File: src/rtl/bole_pkg.sv
// Package for the bounded ordered list engine: sizes, request and status codes,
// controller states and the command/status structs. No dependencies.
package bole_pkg;
	localparam int CAPACITY = 16;
	localparam int VALUE_WIDTH = 32;
	localparam int IDX_W = $clog2(CAPACITY);
	localparam int CNT_W = $clog2(CAPACITY + 1);

	typedef enum logic [2:0] {
		REQ_INSERT_AT = 3'd0, REQ_INSERT_SORTED = 3'd1, REQ_DELETE_AT = 3'd2,
		REQ_DELETE_EQUAL = 3'd3, REQ_SEARCH = 3'd4, REQ_EXTRACT_MIN = 3'd5,
		REQ_NONE6 = 3'd6, REQ_NONE7 = 3'd7
	} req_t;

	typedef enum logic [2:0] {
		ST_OK = 3'd0, ST_EMPTY = 3'd1, ST_BADPOS = 3'd2, ST_FULL = 3'd3,
		ST_NOTFOUND = 3'd4
	} status_t;

	typedef enum logic [3:0] {
		S_IDLE, S_CHECK, S_SCAN_RD, S_SCAN, S_SEEK, S_SHUP_RD, S_SHUP, S_PUT,
		S_SHDN_RD, S_SHDN, S_CMP_RD, S_CMP, S_DONE, S_REPLY
	} state_t;

	// Controller to datapath
	typedef struct packed {
		logic load;       // capture request
		logic shup_rd;    // read entry[cur-1] for a shift-up
		logic shdn_rd;    // read entry[cur+1] for a shift-down
		logic scan_step;  // consume read data in a scan (search / sorted / min / delete_at)
		logic put;        // write request value at target
		logic shup_step;  // move entry[cur-1] to entry[cur]
		logic shdn_step;  // move entry[cur+1] to entry[cur]
		logic cmp_step;   // compaction step
		logic cur_to_tgt;
		logic cur_to_top;
		logic cur_to_zero;
		logic set_err;
		status_t err;
		logic finish;
	} bole_cmd_t;

	// Datapath to controller
	typedef struct packed {
		req_t req;
		logic full;
		logic empty;
		logic ins_pos_bad;
		logic del_pos_bad;
		logic scan_last;   // cursor at last valid entry
		logic scan_stop;   // sorted scan found greater, or search hit
		logic shup_done;   // cursor == target
		logic shdn_done;   // cursor + 1 >= count
	} bole_stat_t;
endpackage

File: src/rtl/bole_ram.sv
// Generic single-port write, single-port read RAM with registered read.
// No dependencies.
module bole_ram #(
	parameter int WIDTH = 32,
	parameter int DEPTH = 16
) (
	input  logic                     clk,
	input  logic                     we,
	input  logic [$clog2(DEPTH)-1:0] waddr,
	input  logic [WIDTH-1:0]         wdata,
	input  logic [$clog2(DEPTH)-1:0] raddr,
	output logic [WIDTH-1:0]         rdata
);
	logic [WIDTH-1:0] mem_q [DEPTH];

	always_ff @(posedge clk) begin
		if (we) begin
			mem_q[waddr] <= wdata;
		end
		rdata <= mem_q[raddr];
	end
endmodule

File: src/rtl/bole_datapath.sv
// Datapath of the list engine: entry RAM, count, cursor, scan and result registers.
// Depends on bole_pkg and bole_ram.
module bole_datapath (
	input  logic                          clk,
	input  logic                          arst_n,
	input  logic [2:0]                    req_type,
	input  logic [4:0]                    position,
	input  logic signed [31:0]            value,
	input  bole_pkg::bole_cmd_t           cmd,
	output bole_pkg::bole_stat_t          stat,
	output logic [2:0]                    status,
	output logic signed [31:0]            out_value,
	output logic [4:0]                    out_position,
	output logic [4:0]                    removed_count,
	output logic [4:0]                    entry_count
);
	import bole_pkg::*;

	logic [CNT_W-1:0] cnt_q;
	logic [CNT_W-1:0] cur_q;     // read/move cursor
	logic [CNT_W-1:0] tgt_q;     // target index
	logic [CNT_W-1:0] wr_q;      // compaction write index
	logic [CNT_W-1:0] nrem_q;
	req_t             req_q;
	logic [4:0]       pos_q;
	logic [VALUE_WIDTH-1:0] val_q;
	logic [VALUE_WIDTH-1:0] min_q;
	logic             found_q;
	status_t          st_q;

	logic             we;
	logic [IDX_W-1:0] waddr, raddr;
	logic [VALUE_WIDTH-1:0] wdata, rdata;

	logic signed [VALUE_WIDTH-1:0] rd_s, val_s, min_s;
	logic [CNT_W:0] pos_ext;
	logic hit, greater, lesser;

	assign rd_s  = rdata;
	assign val_s = val_q;
	assign min_s = min_q;
	assign hit     = (rdata == val_q);
	assign greater = rd_s > val_s;
	assign lesser  = rd_s < min_s;
	assign pos_ext = (CNT_W + 1)'(pos_q);

	// Shifts read the neighbour in the cycle before the write at the cursor.
	always_comb begin
		raddr = cur_q[IDX_W-1:0];
		if (cmd.shup_rd) begin
			raddr = IDX_W'(cur_q - 1'b1);
		end else if (cmd.shdn_rd) begin
			raddr = IDX_W'(cur_q + 1'b1);
		end
		we = 1'b0;
		waddr = cur_q[IDX_W-1:0];
		wdata = rdata;
		if (cmd.put) begin
			we = 1'b1;
			waddr = tgt_q[IDX_W-1:0];
			wdata = val_q;
		end else if (cmd.shup_step || cmd.shdn_step) begin
			we = 1'b1;
		end else if (cmd.cmp_step && !hit) begin
			we = 1'b1;
			waddr = wr_q[IDX_W-1:0];
		end
	end

	bole_ram #(.WIDTH(VALUE_WIDTH), .DEPTH(CAPACITY)) u_ram (
		.clk(clk), .we(we), .waddr(waddr), .wdata(wdata), .raddr(raddr), .rdata(rdata)
	);

	always_ff @(posedge clk or negedge arst_n) begin
		if (!arst_n) begin
			cnt_q <= '0;
		end else if (cmd.put) begin
			cnt_q <= cnt_q + 1'b1;
		end else if (cmd.finish && st_q == ST_OK &&
				(req_q == REQ_DELETE_AT || req_q == REQ_EXTRACT_MIN)) begin
			cnt_q <= cnt_q - 1'b1;
		end else if (cmd.finish && req_q == REQ_DELETE_EQUAL && st_q != ST_EMPTY) begin
			cnt_q <= wr_q;
		end
	end

	always_ff @(posedge clk) begin
		if (cmd.load) begin
			req_q   <= req_t'(req_type);
			pos_q   <= position;
			val_q   <= value;
			st_q    <= ST_OK;
			found_q <= 1'b0;
			nrem_q  <= '0;
			wr_q    <= '0;
			tgt_q   <= (req_t'(req_type) == REQ_INSERT_SORTED) ? '0 :
			           CNT_W'(position) - 1'b1;
			out_value <= '0;
			out_position <= '0;
		end
		if (cmd.set_err) begin
			st_q <= cmd.err;
		end
		if (cmd.cur_to_zero) begin
			cur_q <= '0;
		end else if (cmd.cur_to_top) begin
			cur_q <= cnt_q;
		end else if (cmd.cur_to_tgt) begin
			cur_q <= tgt_q;
		end else if (cmd.shup_step) begin
			cur_q <= cur_q - 1'b1;
		end else if (cmd.shdn_step || cmd.scan_step || cmd.cmp_step) begin
			cur_q <= cur_q + 1'b1;
		end
		if (cmd.scan_step) begin
			case (req_q)
				REQ_INSERT_SORTED: begin
					if (!greater) tgt_q <= cur_q + 1'b1;
				end
				REQ_SEARCH: begin
					if (hit && !found_q) begin
						found_q <= 1'b1;
						tgt_q <= cur_q;
					end
				end
				REQ_EXTRACT_MIN: begin
					if (cur_q == '0 || lesser) begin
						min_q <= rdata;
						tgt_q <= cur_q;
					end
				end
				default: ;
			endcase
		end
		if (cmd.cmp_step) begin
			if (hit) nrem_q <= nrem_q + 1'b1;
			else wr_q <= wr_q + 1'b1;
		end
		if (cmd.finish) begin
			case (req_q)
				REQ_DELETE_AT: if (st_q == ST_OK) out_value <= min_q;
				REQ_EXTRACT_MIN: begin
					if (st_q == ST_OK) begin
						out_value <= min_q;
						out_position <= 5'(tgt_q + 1'b1);
					end
				end
				REQ_SEARCH: begin
					if (st_q == ST_OK) begin
						if (found_q) out_position <= 5'(tgt_q + 1'b1);
						else st_q <= ST_NOTFOUND;
					end
				end
				REQ_DELETE_EQUAL: if (st_q == ST_OK && nrem_q == '0) st_q <= ST_NOTFOUND;
				default: ;
			endcase
		end
		// delete_at captures the removed entry from its single read at the target
		if (cmd.scan_step && req_q == REQ_DELETE_AT) begin
			min_q <= rdata;
		end
	end

	assign stat.req         = req_q;
	assign stat.full        = (cnt_q >= CNT_W'(CAPACITY));
	assign stat.empty       = (cnt_q == '0);
	assign stat.ins_pos_bad = (pos_q == 5'd0) || (pos_ext > (CNT_W + 1)'(cnt_q) + 1'b1);
	assign stat.del_pos_bad = (pos_q == 5'd0) || (pos_ext > (CNT_W + 1)'(cnt_q));
	assign stat.scan_last   = ((CNT_W + 1)'(cur_q) + 1'b1 >= (CNT_W + 1)'(cnt_q));
	assign stat.scan_stop   = (req_q == REQ_INSERT_SORTED) ? greater :
	                          (req_q == REQ_SEARCH) ? hit : 1'b0;
	assign stat.shup_done   = (cur_q == tgt_q);
	assign stat.shdn_done   = ((CNT_W + 1)'(cur_q) + 1'b1 >= (CNT_W + 1)'(cnt_q));

	assign status        = st_q;
	assign removed_count = (req_q == REQ_DELETE_EQUAL && st_q != ST_EMPTY) ? 5'(nrem_q) : 5'd0;
	assign entry_count   = 5'(cnt_q);
endmodule

File: src/rtl/bole_ctrl.sv
// Controller state machine of the list engine.
// Depends on bole_pkg.
module bole_ctrl (
	input  logic                 clk,
	input  logic                 arst_n,
	input  logic                 start,
	output logic                 busy,
	output logic                 done,
	input  bole_pkg::bole_stat_t stat,
	output bole_pkg::bole_cmd_t  cmd
);
	import bole_pkg::*;

	state_t state_q, state_d;

	always_ff @(posedge clk or negedge arst_n) begin
		if (!arst_n) begin
			state_q <= S_IDLE;
		end else begin
			state_q <= state_d;
		end
	end

	always_comb begin
		state_d = state_q;
		case (state_q)
			S_IDLE: if (start) state_d = S_CHECK;
			S_CHECK: begin
				case (stat.req)
					REQ_INSERT_AT:
						state_d = (stat.full || stat.ins_pos_bad) ? S_DONE : S_SHUP_RD;
					REQ_INSERT_SORTED:
						state_d = stat.full ? S_DONE : (stat.empty ? S_SHUP_RD : S_SCAN_RD);
					REQ_DELETE_AT:
						state_d = (stat.empty || stat.del_pos_bad) ? S_DONE : S_SCAN_RD;
					REQ_SEARCH, REQ_EXTRACT_MIN:
						state_d = stat.empty ? S_DONE : S_SCAN_RD;
					REQ_DELETE_EQUAL:
						state_d = stat.empty ? S_DONE : S_CMP_RD;
					default: state_d = S_DONE;
				endcase
			end
			S_SCAN_RD: state_d = S_SCAN;
			S_SCAN: begin
				if (stat.req == REQ_DELETE_AT) state_d = S_SHDN_RD;
				else if (stat.scan_last || stat.scan_stop) begin
					if (stat.req == REQ_INSERT_SORTED) state_d = S_SHUP_RD;
					else if (stat.req == REQ_EXTRACT_MIN) state_d = S_SEEK;
					else state_d = S_DONE;
				end else state_d = S_SCAN_RD;
			end
			S_SEEK:    state_d = S_SHDN_RD;
			S_SHUP_RD: state_d = stat.shup_done ? S_PUT : S_SHUP;
			S_SHUP:    state_d = S_SHUP_RD;
			S_PUT:     state_d = S_DONE;
			S_SHDN_RD: state_d = stat.shdn_done ? S_DONE : S_SHDN;
			S_SHDN:    state_d = S_SHDN_RD;
			S_CMP_RD:  state_d = S_CMP;
			S_CMP:     state_d = stat.scan_last ? S_DONE : S_CMP_RD;
			S_DONE:    state_d = S_REPLY;
			S_REPLY:   state_d = S_IDLE;
			default:   state_d = S_IDLE;
		endcase
	end

	always_comb begin
		cmd = '0;
		cmd.err = ST_OK;
		case (state_q)
			S_IDLE: begin
				cmd.load = start;
				cmd.cur_to_zero = start;
			end
			S_CHECK: begin
				case (stat.req)
					REQ_INSERT_AT: begin
						cmd.set_err = stat.full || stat.ins_pos_bad;
						cmd.err = stat.full ? ST_FULL : ST_BADPOS;
						cmd.cur_to_top = 1'b1;
					end
					REQ_INSERT_SORTED: begin
						cmd.set_err = stat.full;
						cmd.err = ST_FULL;
						cmd.cur_to_top = stat.empty;
					end
					REQ_DELETE_AT: begin
						cmd.set_err = stat.empty || stat.del_pos_bad;
						cmd.err = stat.empty ? ST_EMPTY : ST_BADPOS;
						cmd.cur_to_tgt = 1'b1;
					end
					REQ_SEARCH, REQ_EXTRACT_MIN, REQ_DELETE_EQUAL: begin
						cmd.set_err = stat.empty;
						cmd.err = ST_EMPTY;
					end
					default: ;
				endcase
			end
			S_SCAN: begin
				cmd.scan_step = 1'b1;
				if (stat.req == REQ_DELETE_AT) cmd.cur_to_tgt = 1'b1;
				else if (stat.scan_last || stat.scan_stop) begin
					if (stat.req == REQ_INSERT_SORTED) cmd.cur_to_top = 1'b1;
				end
			end
			// extract_min: start the shift-down at the minimum once the scan has settled
			S_SEEK: cmd.cur_to_tgt = 1'b1;
			S_SHUP_RD: cmd.shup_rd = 1'b1;
			S_SHDN_RD: cmd.shdn_rd = 1'b1;
			S_SHUP: cmd.shup_step = 1'b1;
			S_SHDN: cmd.shdn_step = 1'b1;
			S_PUT: cmd.put = 1'b1;
			S_CMP: cmd.cmp_step = 1'b1;
			S_DONE: cmd.finish = 1'b1;
			default: ;
		endcase
	end

	assign busy = (state_q != S_IDLE);
	assign done = (state_q == S_REPLY);
endmodule

File: src/rtl/bounded_ordered_list_engine_top.sv
// Top level of the bounded ordered list engine: controller plus datapath.
// Depends on bole_pkg, bole_ctrl, bole_datapath.

// A request is taken when start is high and busy is low; its result appears
// on the result ports, marked by done, for a single cycle and must be taken
// then, as the receiver cannot stall. Busy covers the whole transaction, done
// is its last cycle, and a new request can be taken from the cycle after.
// Each scan, shift or compaction step reads the single entry RAM port and
// uses the data the cycle after, so a transaction walks its entries in
// pairs of read and step states. Error replies go from the check straight to
// the done and reply states; extract-min of the head of a full list is the
// longest (a full scan, then a shift-down of the other 15 entries).
module bounded_ordered_list_engine_top (
	input  logic               clk,
	input  logic               arst_n,
	input  logic               start,
	output logic               busy,
	input  logic [2:0]         req_type,
	input  logic [4:0]         position,
	input  logic signed [31:0] value,
	output logic               done,
	output logic [2:0]         status,
	output logic signed [31:0] out_value,
	output logic [4:0]         out_position,
	output logic [4:0]         removed_count,
	output logic [4:0]         entry_count
);
	import bole_pkg::*;

	bole_cmd_t  cmd;
	bole_stat_t stat;

	bole_ctrl u_ctrl (
		.clk(clk), .arst_n(arst_n), .start(start), .busy(busy), .done(done),
		.stat(stat), .cmd(cmd)
	);

	bole_datapath u_dp (
		.clk(clk), .arst_n(arst_n), .req_type(req_type), .position(position),
		.value(value), .cmd(cmd), .stat(stat), .status(status),
		.out_value(out_value), .out_position(out_position),
		.removed_count(removed_count), .entry_count(entry_count)
	);
endmodule

File: config.mk
export PLATFORM = sky130hd
export DESIGN_NAME = bounded_ordered_list_engine_top
export DESIGN_NICKNAME = d
export VERILOG_FILES = /design/src/rtl/bole_pkg.sv /design/src/rtl/bole_ram.sv /design/src/rtl/bole_datapath.sv /design/src/rtl/bole_ctrl.sv /design/src/rtl/bounded_ordered_list_engine_top.sv
export SDC_FILE = /design/constraint.sdc
export NUM_CORES = 1
export LEC_CHECK = 0
export ABC_AREA = 1
export BUFFER_PORTS_ARGS = -buffer_cell sky130_fd_sc_hd__buf_2
export CELL_PAD_IN_SITES_DETAIL_PLACEMENT = 2
export CELL_PAD_IN_SITES_GLOBAL_PLACEMENT = 2
export CORE_UTILIZATION = 43
export CTS_CLUSTER_DIAMETER = 80
export CTS_CLUSTER_SIZE = 16
export DETAILED_ROUTE_END_ITERATION = 16
export PLACE_DENSITY_LB_ADDON = 0.25
export SLEW_MARGIN = 20
export SYNTH_ARGS = -nofsm -noshare
export SYNTH_HDL_FRONTEND = slang
export SYNTH_SLANG_ARGS = --single-unit
File: constraint.sdc
create_clock -name clk -period 4.4 [get_ports clk]
set_input_delay 0.66 -clock clk [delete_from_list [all_inputs] [get_ports clk]]
set_output_delay 0.66 -clock clk [all_outputs]
set_load 0.01 [all_outputs]
== After elaboration in Yosys (flattened, before gate mapping) ==
Memories as Yosys holds them, arrays and structs flattened. A register that Yosys moved wholly into a read port is not among the register bits.
Index checks and enable logic that the tools add are counted.
Word-level totals
  register bits: 142
  memory bits (writable): 512
  output and inout port bits: 52
  memories kept: 1
Memories
  u_dp.u_ram.mem_q: words 16, width 32, read ports 1, clocked after Yosys merged registers in 1, wr ports 1, RTL line bole_ram.sv:14  | logic [WIDTH-1:0] mem_q [DEPTH];
Cells by class
  $add $sub $neg: 10
  magnitude comparators: 6
  equality and inequality tests: 23
  muxes and demuxes: 95
  reductions and logical operators: 40
Operator list (count)
  32-bit two-way mux: 9
  5-bit two-way mux: 25
  4-bit two-way mux: 15
  4-bit case mux with 12 select lines: 1
  32-bit == test: 1
  32-bit greater-than comparator: 1
  32-bit less-than comparator: 1
  3-bit two-way mux: 10
  1-bit two-way mux: 26
  5-bit by 1-bit adder with 5-bit output (second input constant): 5
  4-bit == test (second input constant): 6
  5-bit zero test: 4
  4-bit case mux with 5 select lines: 1
  4-bit by 3-bit == test with 1-bit output (second input constant): 4
  4-bit case mux with 4 select lines: 1
  5-bit case mux with 3 select lines: 1
  5-bit by 1-bit subtractor with 5-bit output (second input constant): 3
  5-bit by 1-bit adder with 6-bit output (second input constant): 2
  1-bit logical OR: 10
  5-bit case mux with 2 select lines: 1
  1-bit logical AND: 9
  4-bit by 2-bit == test with 1-bit output (second input constant): 2
  4-bit nonzero test: 2
  2-bit OR reduction: 4
  other kinds (21): 30

== Logic depth before layout (Yosys ltp) ==
Gate-level depths: netlist (run 1).
  depth in word-level cells: 11
  mapped depth: 21
  gate-level depth less buffers: 21

== Cells and area by module ==
A second synthesis (run 1) with hierarchy kept.
Second synthesis, totals
  cells, all modules: 3246
  area, all modules: 31636.6 um2
By module, submodules not included
  bole_ram: times used 1, cells each 2120, area an instance 22730.6 um2, seq. area each 16015.4 um2
  bole_datapath: times used 1, cells each 1006, area an instance 8269.2 um2, seq. area each 3508.4 um2
  bole_ctrl: times used 1, cells each 120, area an instance 636.9 um2, seq. area each 100.1 um2

== Least setup slack after synthesis (run 1) ==
No wires, ideal clock.
  path type: register to register
  start: register u_dp.val_q[31]
  end: memory u_dp.u_ram.mem_q[3][0], enable pin
  setup time: 0.421 ns
  arrival time: 3.419 ns
  data required time: 3.979 ns
  setup slack: 0.560 ns
  stages on the path, launching flop included: 16
  clock period less this slack: 3.840 ns
  cell sequence: edfxtp_1 -> inv_1 -> ha_1 -> nand2_1 -> nor2_1 -> nand4_1 -> nor2_1 -> nand2_1 -> inv_1 -> nor2_1 -> inv_1 -> a21oi_1 -> o21ai_0 -> o21ai_0 -> nand3_1 -> nor2_1
On the way
  word-level cells in the longest chain between the ends: 8
RTL lines
  start: declaration: RTL line bole_datapath.sv:26  | logic [VALUE_WIDTH-1:0] val_q;
  start signal: assignment: RTL line bole_datapath.sv:91  | val_q <= value;
  32-bit == test (*): RTL line bole_datapath.sv:42  | assign hit = (rdata == val_q);
  1-bit zero test (*): RTL line bole_datapath.sv:64  | end else if (cmd.cmp_step && !hit) begin
  1-bit logical AND (*): RTL line bole_datapath.sv:64
  1-bit two-way mux: RTL line bole_datapath.sv:64
  1-bit two-way mux: RTL line bole_datapath.sv:62  | end else if (cmd.shup_step || cmd.shdn_step) begin
  1-bit two-way mux: RTL line bole_datapath.sv:58  | if (cmd.put) begin
  1-bit two-way mux: RTL line bole_ram.sv:17  | if (we) begin
  1-bit two-way mux (implied by the code): RTL line bole_ram.sv:18  | mem_q[waddr] <= wdata;
  end: declaration: RTL line bole_ram.sv:14
Mark *: on every way between the ends. The rest lies on a longest branch, timed or not.

== Final worst setup path (run 1) ==
  start: register u_dp.val_q[10]
  end: memory u_dp.u_ram.mem_q[2][8], enable pin
Same word-level chain as after synthesis.

==> summary.md, run 1 <==
| Metric | Value |
|---|---|
| Fmax | `~240 MHz` |
| GR Util met2 | `between 50% and 60%` |
| CTS Buf Count | `50` |
| DIE AREA | `68850 um^2` |
| Adder-Cell Fraction of Synth Area | `roughly 3.8%` |
| Share of the synthesized area in the top cell type | `60.15%` |
| Starting DRT DRC Count | `1905` |
| Pre-CTS setup slack | `306.9 ps` |
| I/O Pins | `95` |
| Worst slew margin | `30.45%` |
| Detailed Routing Iterations Pass 1 | `5` |
| Starting density of the core | `about 43%` |
| # rows | `95` |
| GRT met1 Usage | `39.98%` |
| Synth Register Bits | `686` |
| Post-synth top area cell | `edfxtp_1` |
| Logic pwr share | `between 40% and 50%` |
| Xor and xnor area share after synthesis | `less than 1%` |
| Core box area | `between 60000 and 70000 um^2` |
| Footprint of the multi-input gates | `8523 um^2` |
| Clk_lat worst skew | `~640 ps` |
| CTS tree | `built` |
| Post-Synthesis Cell Area | `between 20000 and 30000 um^2` |
| Final worst slack | `~160 ps` |
| Req. time, crit path | `~4700 ps` |
| Fin Hold WS | `212.2 ps` |
| Top post-synthesis cells by count | `edfxtp_1, nor2_1, nand2_1` |
| Syn Inst Count | `between 2000 and 2500` |
| Share of synthesized registers carrying an async set or reset | `1.312%` |
| Clock root cell | `clkbuf_16` |
| HP Class | `input pin to register` |
| # port buffers | `94` |
| Final hold vios | `0` |
| Worst-Margin Slew | `between 1000 and 1500 ps` |
| Worst path max stage delay | `460 ps` |
| Status | `finished clean` |
| Yosys warning count | `0` |
| Largest net degree at the start of global routing | `147` |
| Max Cap Viol | `0` |
| P_int | `~15 mW` |
| Setup bufs post-CTS | `0` |
| Worst Clk Skew | `between 20 and 25 ps` |
| Ordered cell list for the critical path | `inv_1 -> ha_1 -> nand2_1 -> nor2_1 -> nand2_1 -> nor2_1 -> nand2_1 -> inv_1 -> nor2_1 -> inv_1 -> a21oi_1 -> o21ai_0 -> o21ai_0 -> nand2_1 -> nor2_4 -> buf_4` |
| Crit path top cell by count | `nand2_1` |
| GR Util All Layers | `~30%` |
| Most frequent cell after synthesis | `edfxtp_1` |
| Num Clock Sinks | `roughly 690` |
| Leak | `11.97 nW` |
| Level count of the clock H-tree | `2` |
| Final worst path period share | `between 90% and 100%` |
| Number of vias per cell | `~6.0` |
| Synth top area cells | `edfxtp_1, dfxtp_1, nor2_1, o21ai_0, ha_1` |
| Clock network power share | `between 10% and 20%` |
| Die height | `about 260 um` |
| Post-layout min period | `approximately 4200 ps` |
| Routed length per placed instance | `30.02 um` |
| Ys flop type | `edfxtp_1` |
| FILL cells | `approximately 6600` |
| RSZ-0062 raised after global routing | `no` |
| Layout cell share with drive strength beyond 1 | `a little over a tenth` |
| Final Wtd Congestion | `0.8747` |
| CP startpoint kind | `register` |
| First-pass GRT wire length | `roughly 150000 um` |
| Sequential fraction of the synthesis area | `around 67%` |
| Finish-stage setup viols | `0` |
| Post-synth cell types | `around 50` |
| Worst EP arrival | `4510 ps` |
| Number of global-route vias before repair | `~23000` |
| Routed WL | `104100 um` |
| Largest family of logic cells by synthesized area | `simple AND/OR/NAND/NOR gates` |
| Fin Setup TNS | `0 ps` |
| Peak supply drop | `about 0.7 mV` |
| Remaining global-route overflow | `0` |
| Sequential share of power | `around a third` |
| Die W | `approximately 260 um` |
| DRC violations left | `0` |
| Utilization of the core after routing | `48.66%` |
| Largest buffer count on any clock path | `3` |
| Sw frac | `a little under half` |
| Syn_area_per_cell | `around 12 um^2` |
| Initial antenna violation count | `4` |
| Synth Net Count | `2576` |
| Post-DRT Antenna Nets | `0` |
| Critical path class | `register to register` |
| Synthesis-to-finish area growth | `12.09%` |
| Worst-path clk slew | `approximately 80 ps` |
| CP Max Fanout | `22` |
| Final HPWL DP | `slightly below 70000 um` |
| Critical path's slowest cell | `nand2_1` |
| Largest delay contributor family on the critical path | `simple AND/OR/NAND/NOR gates` |
| Synth Area in Simple Gates | `around 11%` |
| Global Route met3 Usage | `~3.4%` |
| Busiest grt layer | `met2` |
| Multiplexer area fraction after synthesis | `2.747%` |
| CP endpoint kind | `register` |
| Pwr per Cell Area | `~850 nW/um^2` |
| Layout Nets | `roughly 2700` |
| FF+latch area | `roughly 20000 um^2` |
| DR vias | `20970` |
| NetSw | `about 13 mW` |
| Post-synth EDFFs | `approximately 580` |
| Worst path bufs/invs | `4` |
| Final Max Tran Viols | `0` |
| Synth Area in Compound Gates | `10.45%` |
-- power groups by stage --
stage	registers (mW)	logic, mW	clock network (mW)
floorplan	9.41	7.42	0
global placement	9.41	12.4	0
detailed placement	9.53	13.4	0
CTS	9.40	13.7	4.67
global route	9.48	14.7	4.87
finish	9.42	13.8	4.60
-- per-layer routing --
| layer | up-vias | share of wire [%] |
|---|---|---|
| met5 | - | 0 |
| met4 | 0 | 2.9 |
| met3 | 182 | 4.6 |
| met2 | 663 | 50 |
| met1 | 11030 | 43 |
| li1 | 9095 | - |
-- registers in the layout, indices dropped and copies added (netlist names) --
register           count
u_dp.req_q             3
u_dp.pos_q             5
u_dp.wr_q              5
u_dp.out_position      5
u_dp.out_value        32
u_dp.tgt_q             5
u_dp.entry_count       5
u_dp.found_q           1
u_dp.nrem_q            5
u_dp.u_ram.mem_q     512
u_ctrl.state_q         4
u_dp.status            3
u_dp.u_ram.rdata      32
u_dp.val_q            32
u_dp.cur_q             5
u_dp.min_q            32
-- cell families (layout without fill, tap and decap cells) --
family | after synthesis | after routing
compound gates | 491 | 491
flops | 686 | 686
other cells | 0 | 1
buf+inv | 286 | 436
mux | 80 | 80
simple gates | 797 | 797
fa+ha+maj | 88 | 88
xor+xnor | 17 | 17
-- layout make-up --
cell class | instances | share of cell area (%)
flip-flops and latches | 686 | 60.05
multi-input cells | 1473 | 26.08
clock buffers | 75 | 4.181
repair buffers | 185 | 4.096
well taps | 873 | 3.342
inverters | 168 | 1.937
clock inverters | 8 | 0.3101
diodes | 1 | 0.007657
-- stage by stage --
stage / power [mW] / cell area [um^2] / instances
4_1_cts: 27.75 / 32670 / 3468
3_5_place_dp: 22.90 / 31190 / 3384
3_3_place_gp: 21.85 / 31190 / 3384
2_1_floorplan: 16.82 / 29160 / 2445
6_report: 27.79 / 32680 / 3469
5_1_grt: 29.02 / 32680 / 3468
-- layout by cell type, fill, tap and decap left out, types with 6 or more instances in the layout --
cell and n:
o221ai_1 64, buf_2 94, a21oi_1 65, dfrtp_1 9, clkbuf_16 51, nand3_1 140, xor2_1 12, o21ai_1 25
inv_1 161, o311ai_1 26, clkbuf_1 24, mux2i_1 80, inv_2 6, nor2_1 368, nor3_1 10, ha_1 88
o21ai_0 225, buf_4 74, nor2_4 16, nand4_1 18, dfxtp_1 93, o311ai_0 25, o211ai_1 14, edfxtp_1 584
nand2_1 232, o22ai_1 22, buf_12 14
-- final timing paths --
kind | startpoint | end | slack (ps) | depth (start not counted)
setup / recovery | u_dp.val_q[10]$_DFFE_PP_ | u_dp.u_ram.mem_q[2][8]$_DFFE_PP_ | 160 | 16
hold / removal | value[8] | u_dp.val_q[8]$_DFFE_PP_ | 210 | 1
setup reg to reg | u_dp.val_q[10]$_DFFE_PP_ | u_dp.u_ram.mem_q[2][8]$_DFFE_PP_ | 160 | 16
hold reg to reg | u_dp.u_ram.rdata[0]$_DFF_P_ | u_dp.min_q[0]$_DFFE_PP_ | 460 | 0
max in group asynchronous | arst_n | u_ctrl.state_q[2]$_DFFE_PN0P_ | 3720 | 2
min in group asynchronous | arst_n | u_dp.entry_count[4]$_DFFE_PN0P_ | 450 | 2
-- timing repair --
item / CTS / global route
hold buffers: 1 / 0
setup endpoints to repair: 0 / 22
resized for setup: 0 / 2
endpoints found under the hold margin: 9 / 0
-- worst register-to-register path: stages, from the launching register on --
cell	delay, ps
edfxtp_1	410
inv_1	100
ha_1	250
nand2_1	100
nor2_1	70
nand2_1	100
nor2_1	100
nand2_1	210
inv_1	90
nor2_1	420
inv_1	300
a21oi_1	210
o21ai_0	120
o21ai_0	250
nand2_1	460
nor2_4	240
buf_4	430
No activity file was read; power rests on OpenSTA's default activity.
==> run 2, diff against run 1 <==
- clock period: 4.4 -> 4 ns (I/O delays scaled with it)
==> run 2 against run 1 <==
  * Sequential power is 9% higher
  * Global-route usage is 1.8 points lower
  * Clock-buffer cell count stayed put
  * Final cell count hardly changed
  * Total power is 9.2% higher
  * Worst hold slack worse by 62 ps
  * Combinational power is 9% higher
  * Final area is 0.43% higher
  * Wire length is 6.1% lower
  * Core utilization is 0.21 points higher
  * Clock skew is 11 ps higher
  * Via count is 1.4% lower
  * Largest cell class unchanged
==> summary.md, run 2 (synthesis results as in run 1) <==
| Metric | Value |
|---|---|
| Setup crit start | `u_ctrl.state_q[1]$_DFFE_PN0P_ (was u_dp.val_q[10]$_DFFE_PP_)` |
| Post-layout min period | `3806 ps (was 4241 ps)` |
| DR vias | `20680 (was 20970)` |
| I/O Pins | `95 (unchanged)` |
| First-pass GRT wire length | `146300 um (was 154000 um)` |
| CTS tree | `built (unchanged)` |
| RR Endpoint | `u_dp.u_ram.rdata[24]$_DFF_P_ (was u_dp.u_ram.mem_q[2][8]$_DFFE_PP_)` |
| Level count of the clock H-tree | `2 (unchanged)` |
| Peak supply drop | `0.5022 mV (was 0.6934 mV)` |
| Ant diodes | `0 (was 1)` |
| Worst Hold Endpoint | `u_dp.val_q[10]$_DFFE_PP_ (was u_dp.val_q[8]$_DFFE_PP_)` |
| Max reg flops | `512 (unchanged)` |
| Flop2flop setup slack | `190 ps (was 160 ps)` |
| Most common cell after layout, fill and taps aside | `edfxtp_1 (unchanged)` |
| Worst-path clk slew | `80 ps (about the same)` |
| Routed length per placed instance | `28.19 um (was 30.02 um)` |
| Worst Clk Skew | `31.51 ps (was 20.32 ps)` |
| Starting DRT DRC Count | `1531 (was 1905)` |
| Hold_sp | `value[10] (was value[8])` |
| Utilization of the core after routing | `48.87% (was 48.66%)` |
| Final Wtd Congestion | `0.8924 (was 0.8747)` |
| Post-DRT Antenna Nets | `0 (unchanged)` |
| Final worst path period share | `95.14% (was 96.38%)` |
| Ordered cell list for the critical path | `inv_1 -> nand2_1 -> nor2_8 -> o21ai_0 -> nand2_8 -> inv_4 -> buf_4 -> nor2_1 -> o311ai_0 -> nand3_1 -> nand2_1 (was inv_1 -> ha_1 -> nand2_1 -> nor2_1 -> nand2_1 -> nor2_1 -> nand2_1 -> inv_1 -> nor2_1 -> inv_1 -> a21oi_1 -> o21ai_0 -> o21ai_0 -> nand2_1 -> nor2_4 -> buf_4)` |
| CP Max Fanout | `42 (was 22)` |
| GRT met1 Usage | `38.81% (was 39.98%)` |
| Leak | `12.00 nW (was 11.97 nW)` |
| GR Util met2 | `48.09% (was 51.87%)` |
| Req. time, crit path | `4520 ps (was 4670 ps)` |
| DIE AREA | `68850 um^2 (unchanged)` |
| Starting density of the core | `43.41% (unchanged)` |
| Global Route met3 Usage | `3.167% (was 3.411%)` |
| Detailed Routing Iterations Pass 1 | `5 (unchanged)` |
| Routed WL | `97760 um (was 104100 um)` |
| # rows | `95 (unchanged)` |
| HP Class | `input pin to register (unchanged)` |
| Layout cell share with drive strength beyond 1 | `11.02% (was 10.75%)` |
| Fmax | `262.8 MHz (was 235.8 MHz)` |
| Initial antenna violation count | `8 (was 4)` |
| Clock root cell | `clkbuf_16 (unchanged)` |
| Worst EP arrival | `4330 ps (was 4510 ps)` |
| CP startpoint kind | `register (unchanged)` |
| CP endpoint kind | `register (unchanged)` |
| Largest Register | `u_dp.u_ram.mem_q (unchanged)` |
| Finish-stage setup viols | `0 (unchanged)` |
| Pwr per Cell Area | `924.5 nW/um^2 (was 850.2 nW/um^2)` |
| Number of global-route vias before repair | `22390 (was 23140)` |
| Num Clock Sinks | `686 (unchanged)` |
| # port buffers | `94 (unchanged)` |
| Core box area | `67160 um^2 (unchanged)` |
| Cells on worst reg2reg path | `11 (was 16)` |
| DRC violations left | `0 (unchanged)` |
| Die height | `262.4 um (unchanged)` |
| Die W | `262.4 um (unchanged)` |
| CTS Buf Count | `50 (unchanged)` |
| Layout Nets | `2695 (unchanged)` |
| Largest buffer count on any clock path | `3 (unchanged)` |
| Fin Setup TNS | `0 ps (unchanged)` |
| Pwr Total | `30.34 mW (was 27.79 mW)` |
| Crit path top cell by count | `nand2_1 (unchanged)` |
| Largest net degree at the start of global routing | `85 (was 147)` |
| Worst path max stage delay | `590 ps (was 460 ps)` |
| Critical path's slowest cell | `o311ai_0 (was nand2_1)` |
| Max Cap Viol | `0 (unchanged)` |
| RSZ-0062 raised after global routing | `no (unchanged)` |
| Status | `finished clean (unchanged)` |
| Critical path class | `register to register (unchanged)` |
| Final hold vios | `0 (unchanged)` |
| Final HPWL DP | `66250 um (was 67820 um)` |
| Synthesis-to-finish area growth | `12.57% (was 12.09%)` |
| Worst-Margin Slew | `898.7 ps (was 1035 ps)` |
| Most frequent cells in the layout | `edfxtp_1, nor2_1, nand2_1 (unchanged)` |
| Final Max Tran Viols | `0 (unchanged)` |
| Remaining global-route overflow | `0 (unchanged)` |
| Number of vias per cell | `5.962 (was 6.044)` |
| GR Util All Layers | `28.31% (was 30.07%)` |
| FF-to-FF Start | `u_ctrl.state_q[1]$_DFFE_PN0P_ (was u_dp.val_q[10]$_DFFE_PP_)` |
| Busiest grt layer | `met2 (unchanged)` |
| Clk_lat worst skew | `630 ps (was 640 ps)` |
| Hold path cells | `1 (unchanged)` |
| Worst slew margin | `39.62% (was 30.45%)` |
run 2: area by class of cell:
class	count	area, um^2
clock inverter	8	70.07
fill	6560	34340
inverter	168	633.1
sequential	686	19620
multi-input combinational	1473	8541
clock buffer	75	1386
tap	873	1092
timing repair buffer	185	1474
run 2: stage by stage:
step / cells / area [um^2] / worst slack, ps / hold slack (ps)
final: 3468 / 32820 / 194.4 / 150.6
after floorplan: 2445 / 29160 / 160.4 / 304.4
after detailed placement: 3384 / 31310 / 15.44 / 446.6
after global placement: 3384 / 31310 / 417.4 / 436.9
after global routing: 3468 / 32820 / 11.95 / 135.0
after CTS: 3468 / 32780 / 5.526 / 117.1
run 2: how the worst max path moves through the flow:
stage                                   endpoint  slack, ps  cells after the start
3_5_place_dp    u_dp.u_ram.mem_q[5][8]$_DFFE_PP_         20                     17
5_1_grt        u_dp.u_ram.mem_q[3][26]$_DFFE_PP_         10                     16
4_1_cts         u_dp.u_ram.mem_q[4][5]$_DFFE_PP_          6                     17
2_1_floorplan   u_dp.u_ram.mem_q[3][0]$_DFFE_PP_        160                     15
3_3_place_gp    u_dp.u_ram.mem_q[7][8]$_DFFE_PP_        420                     16
6_report            u_dp.u_ram.rdata[24]$_DFF_P_        190                     11
run 2: power breakdown:
| group | total (mW) | switching (mW) | internal (mW) | leakage, nW |
|---|---|---|---|---|
| Combinational | 15.1 | 10.8 | 4.26 | 5.14 |
| Clock | 4.96 | 2.55 | 2.41 | 0.703 |
| Sequential | 10.3 | 0.678 | 9.62 | 6.15 |
| Total | 30.3 | 14.1 | 16.3 | 12.0 |
run 2: layer usage:
metal / vias up / part of all wire (%)
met1: 10890 / 44
met4: 2 / 2.3
li1: 9109 / -
met5: - / 0.013
met2: 544 / 49
met3: 135 / 4.5
run 2: worst max-delay path: cells and delay by family, from the launching register on:
kind                   cells  cell delay [ps]
and+or+nand+nor            6             1130
AOI/OAI and AO/OA          2             1100
buffers and inverters      3             1000
DFF                        1              410
run 2: timing repair:
action,CTS,global route
setup endpoints to repair,21,512
hold endpoints to repair,9,0
hold buffers,1,0
resized for setup,1,14
buffers inserted,0,0
cloned,0,0
==> run 3, diff against run 2 <==
- BUFFER_PORTS_ARGS: -buffer_cell sky130_fd_sc_hd__buf_2 -> default
- CORE_UTILIZATION: 43 -> 44
- DONT_BUFFER_PORTS: default -> 1
==> run 3 against run 2 <==
  * Critical path depth up 4
  * Final area down 1.1%
  * Clock skew up 2.2 ps
  * Register-to-register slack worse by 90 ps
  * Clock power up 2%
  * Global-route usage up 1.8 points
  * Total power up 1.3%
  * Setup slack worse by 91 ps
  * Non-clock buffer count down 89
  * Via count down 0.63%
  * Clock-buffer cell count down 8
  * Flip-flop and latch count unchanged
  * Critical endpoint is now u_dp.u_ram.mem_q[10][6]$_DFFE_PP_
  * Largest cell class unchanged
==> summary.md, run 3 (synthesis results as in run 1) <==
| Metric | Value |
|---|---|
| Final HPWL DP | `66730 um (was 66250 um)` |
| Fmax | `256.6 MHz (was 262.8 MHz)` |
| HP Class | `input pin to register (unchanged)` |
| Final Max Tran Viols | `0 (unchanged)` |
| Starting DRT DRC Count | `1890 (was 1531)` |
| Placed insts | `3284 (was 3384)` |
| CP endpoint kind | `register (unchanged)` |
| Detailed Routing Iterations Pass 1 | `5 (unchanged)` |
| Routed WL | `101500 um (was 97760 um)` |
| Remaining global-route overflow | `0 (unchanged)` |
| Worst Clk Skew | `33.66 ps (was 31.51 ps)` |
| Largest buffer count on any clock path | `3 (unchanged)` |
| # port buffers | `0 (was 94)` |
| Most common cell after layout, fill and taps aside | `edfxtp_1 (unchanged)` |
| Leak | `11.61 nW (was 12.00 nW)` |
| Peak supply drop | `0.6180 mV (was 0.5022 mV)` |
| Number of global-route vias before repair | `22280 (was 22390)` |
| Req. time, crit path | `4340 ps (was 4520 ps)` |
| Fin cells | `3367 (was 3468)` |
| Die W | `259.4 um (was 262.4 um)` |
| Fin Hold WS | `40.55 ps (was 150.6 ps)` |
| Max Cap Viol | `0 (unchanged)` |
| First-pass GRT wire length | `148800 um (was 146300 um)` |
| CTS Buf Count | `51 (was 50)` |
| Finish-stage setup viols | `0 (unchanged)` |
| Final worst path period share | `97.43% (was 95.14%)` |
| DRC violations left | `0 (unchanged)` |
| Largest Register | `u_dp.u_ram.mem_q (unchanged)` |
| Layout cell share with drive strength beyond 1 | `8.040% (was 11.02%)` |
| I/O Pins | `95 (unchanged)` |
| Worst EP arrival | `4240 ps (was 4330 ps)` |
| Synthesis-to-finish area growth | `11.36% (was 12.57%)` |
| CP startpoint kind | `register (unchanged)` |
| Level count of the clock H-tree | `2 (unchanged)` |
| Pwr per Cell Area | `946.9 nW/um^2 (was 924.5 nW/um^2)` |
| Post-DRT Antenna Nets | `0 (unchanged)` |
| Final Cell Area | `32470 um^2 (was 32820 um^2)` |
| Max reg flops | `512 (unchanged)` |
| Most frequent cells in the layout | `edfxtp_1, nor2_1, nand2_1 (unchanged)` |
| Post-layout min period | `3897 ps (was 3806 ps)` |
| GR Util All Layers | `30.09% (was 28.31%)` |
| Num Clock Sinks | `686 (unchanged)` |
| Worst-Margin Slew | `1030 ps (was 898.7 ps)` |
| # rows | `94 (was 95)` |
| Starting density of the core | `44.43% (was 43.41%)` |
| Layout Nets | `2607 (was 2695)` |
| Final Wtd Congestion | `0.8688 (was 0.8924)` |
| Critical path class | `register to register (unchanged)` |
| Worst slew margin | `30.83% (was 39.62%)` |
| Largest net degree at the start of global routing | `140 (was 85)` |
| Final worst slack | `103.0 ps (was 194.4 ps)` |
| CTS tree | `built (unchanged)` |
| Initial antenna violation count | `13 (was 8)` |
| DR vias | `20540 (was 20680)` |
| Clock root cell | `clkbuf_16 (unchanged)` |
| Core box area | `65630 um^2 (was 67160 um^2)` |
| Clk_lat worst skew | `650 ps (was 630 ps)` |
| Worst-path clk slew | `80 ps (about the same)` |
| Pwr Total | `30.74 mW (was 30.34 mW)` |
| Status | `finished clean (unchanged)` |
| Routed length per placed instance | `30.14 um (was 28.19 um)` |
| Number of vias per cell | `6.102 (was 5.962)` |
| CP Max Fanout | `26 (was 42)` |
| Die height | `259.4 um (was 262.4 um)` |
| DIE AREA | `67300 um^2 (was 68850 um^2)` |
| Final hold vios | `0 (unchanged)` |
| FILL cells | `6298 (was 6560)` |
| Pre-CTS setup slack | `-131.6 ps (was 15.44 ps)` |
| Flop2flop setup slack | `100 ps (was 190 ps)` |
| Dpl cell area | `30930 um^2 (was 31310 um^2)` |
==> run 3: cell count changes in the layout (fill, tap and decap cells not counted), sizes merged <==
cell,delta
inv,+2
clkinvlp,-1
buf,-89
clkinv,+1
diode,+3
clkbuf,-8
==> run 3: routing by layer <==
metal | global-route usage, % | wire length (um)
met4 | 8.791 | 2621
met1 | 40.19 | 42920
met2 | 50.57 | 49750
met5 | 0 | 103
met3 | 4.735 | 6079
==> run 3: metrics by stage <==
step,utilization [%],setup TNS [ps]
after global routing,49.46,-906.2
after CTS,49.41,0
after detailed placement,47.14,-6888
after global placement,47.14,0
after floorplan,-,0
final,49.47,0
==> run 3: power by group <==
group	switching [mW]	internal, mW
logic	11.0	4.18
clock network	2.66	2.41
registers	0.826	9.63
==> run 3: final timing paths <==
path                                              start                           endpoint  cells after the start
setup / recovery           u_dp.u_ram.rdata[12]$_DFF_P_  u_dp.u_ram.mem_q[10][6]$_DFFE_PP_                     15
hold / removal                                value[21]           u_dp.val_q[21]$_DFFE_PP_                      0
setup reg to reg           u_dp.u_ram.rdata[12]$_DFF_P_  u_dp.u_ram.mem_q[10][6]$_DFFE_PP_                     15
hold reg to reg             u_dp.u_ram.rdata[0]$_DFF_P_            u_dp.min_q[0]$_DFFE_PP_                      0
max in group asynchronous                        arst_n      u_ctrl.state_q[0]$_DFFE_PN0P_                      1
min in group asynchronous                        arst_n    u_dp.entry_count[2]$_DFFE_PN0P_                      1
==> run 3: layout make-up <==
cell class                 instances  area [um^2]  area share [%]
antenna                            3        7.507         0.02312
clock buffer                      67         1356           4.177
clock inverter                    10        111.4          0.3430
inverter                         168        633.1           1.950
multi-input combinational       1473         8556           26.35
sequential                       686        19620           60.44
tap                              864         1081           3.330
timing repair buffer              96         1099           3.384
==> run 3: worst max-delay path, cell delays in order, from the launching register on <==
cell	delay [ps]
dfxtp_1	470
ha_1	290
nand2_1	110
nor2_2	70
nand2_1	160
nor2_1	80
nand2_1	220
inv_1	120
nor2_2	270
inv_1	230
a21oi_1	190
o21ai_0	110
o21ai_0	290
nand2_2	330
nor2_4	340
buf_12	260
==> run 3: repair_timing <==
| action | in CTS | in global routing |
|---|---|---|
| setup endpoints to repair | 258 | 467 |
| buffers inserted | 0 | 2 |
| hold endpoints to repair | 9 | 0 |
| pin swaps | 0 | 3 |
| gates resized for setup | 4 | 6 |
| hold buffers | 1 | 0 |
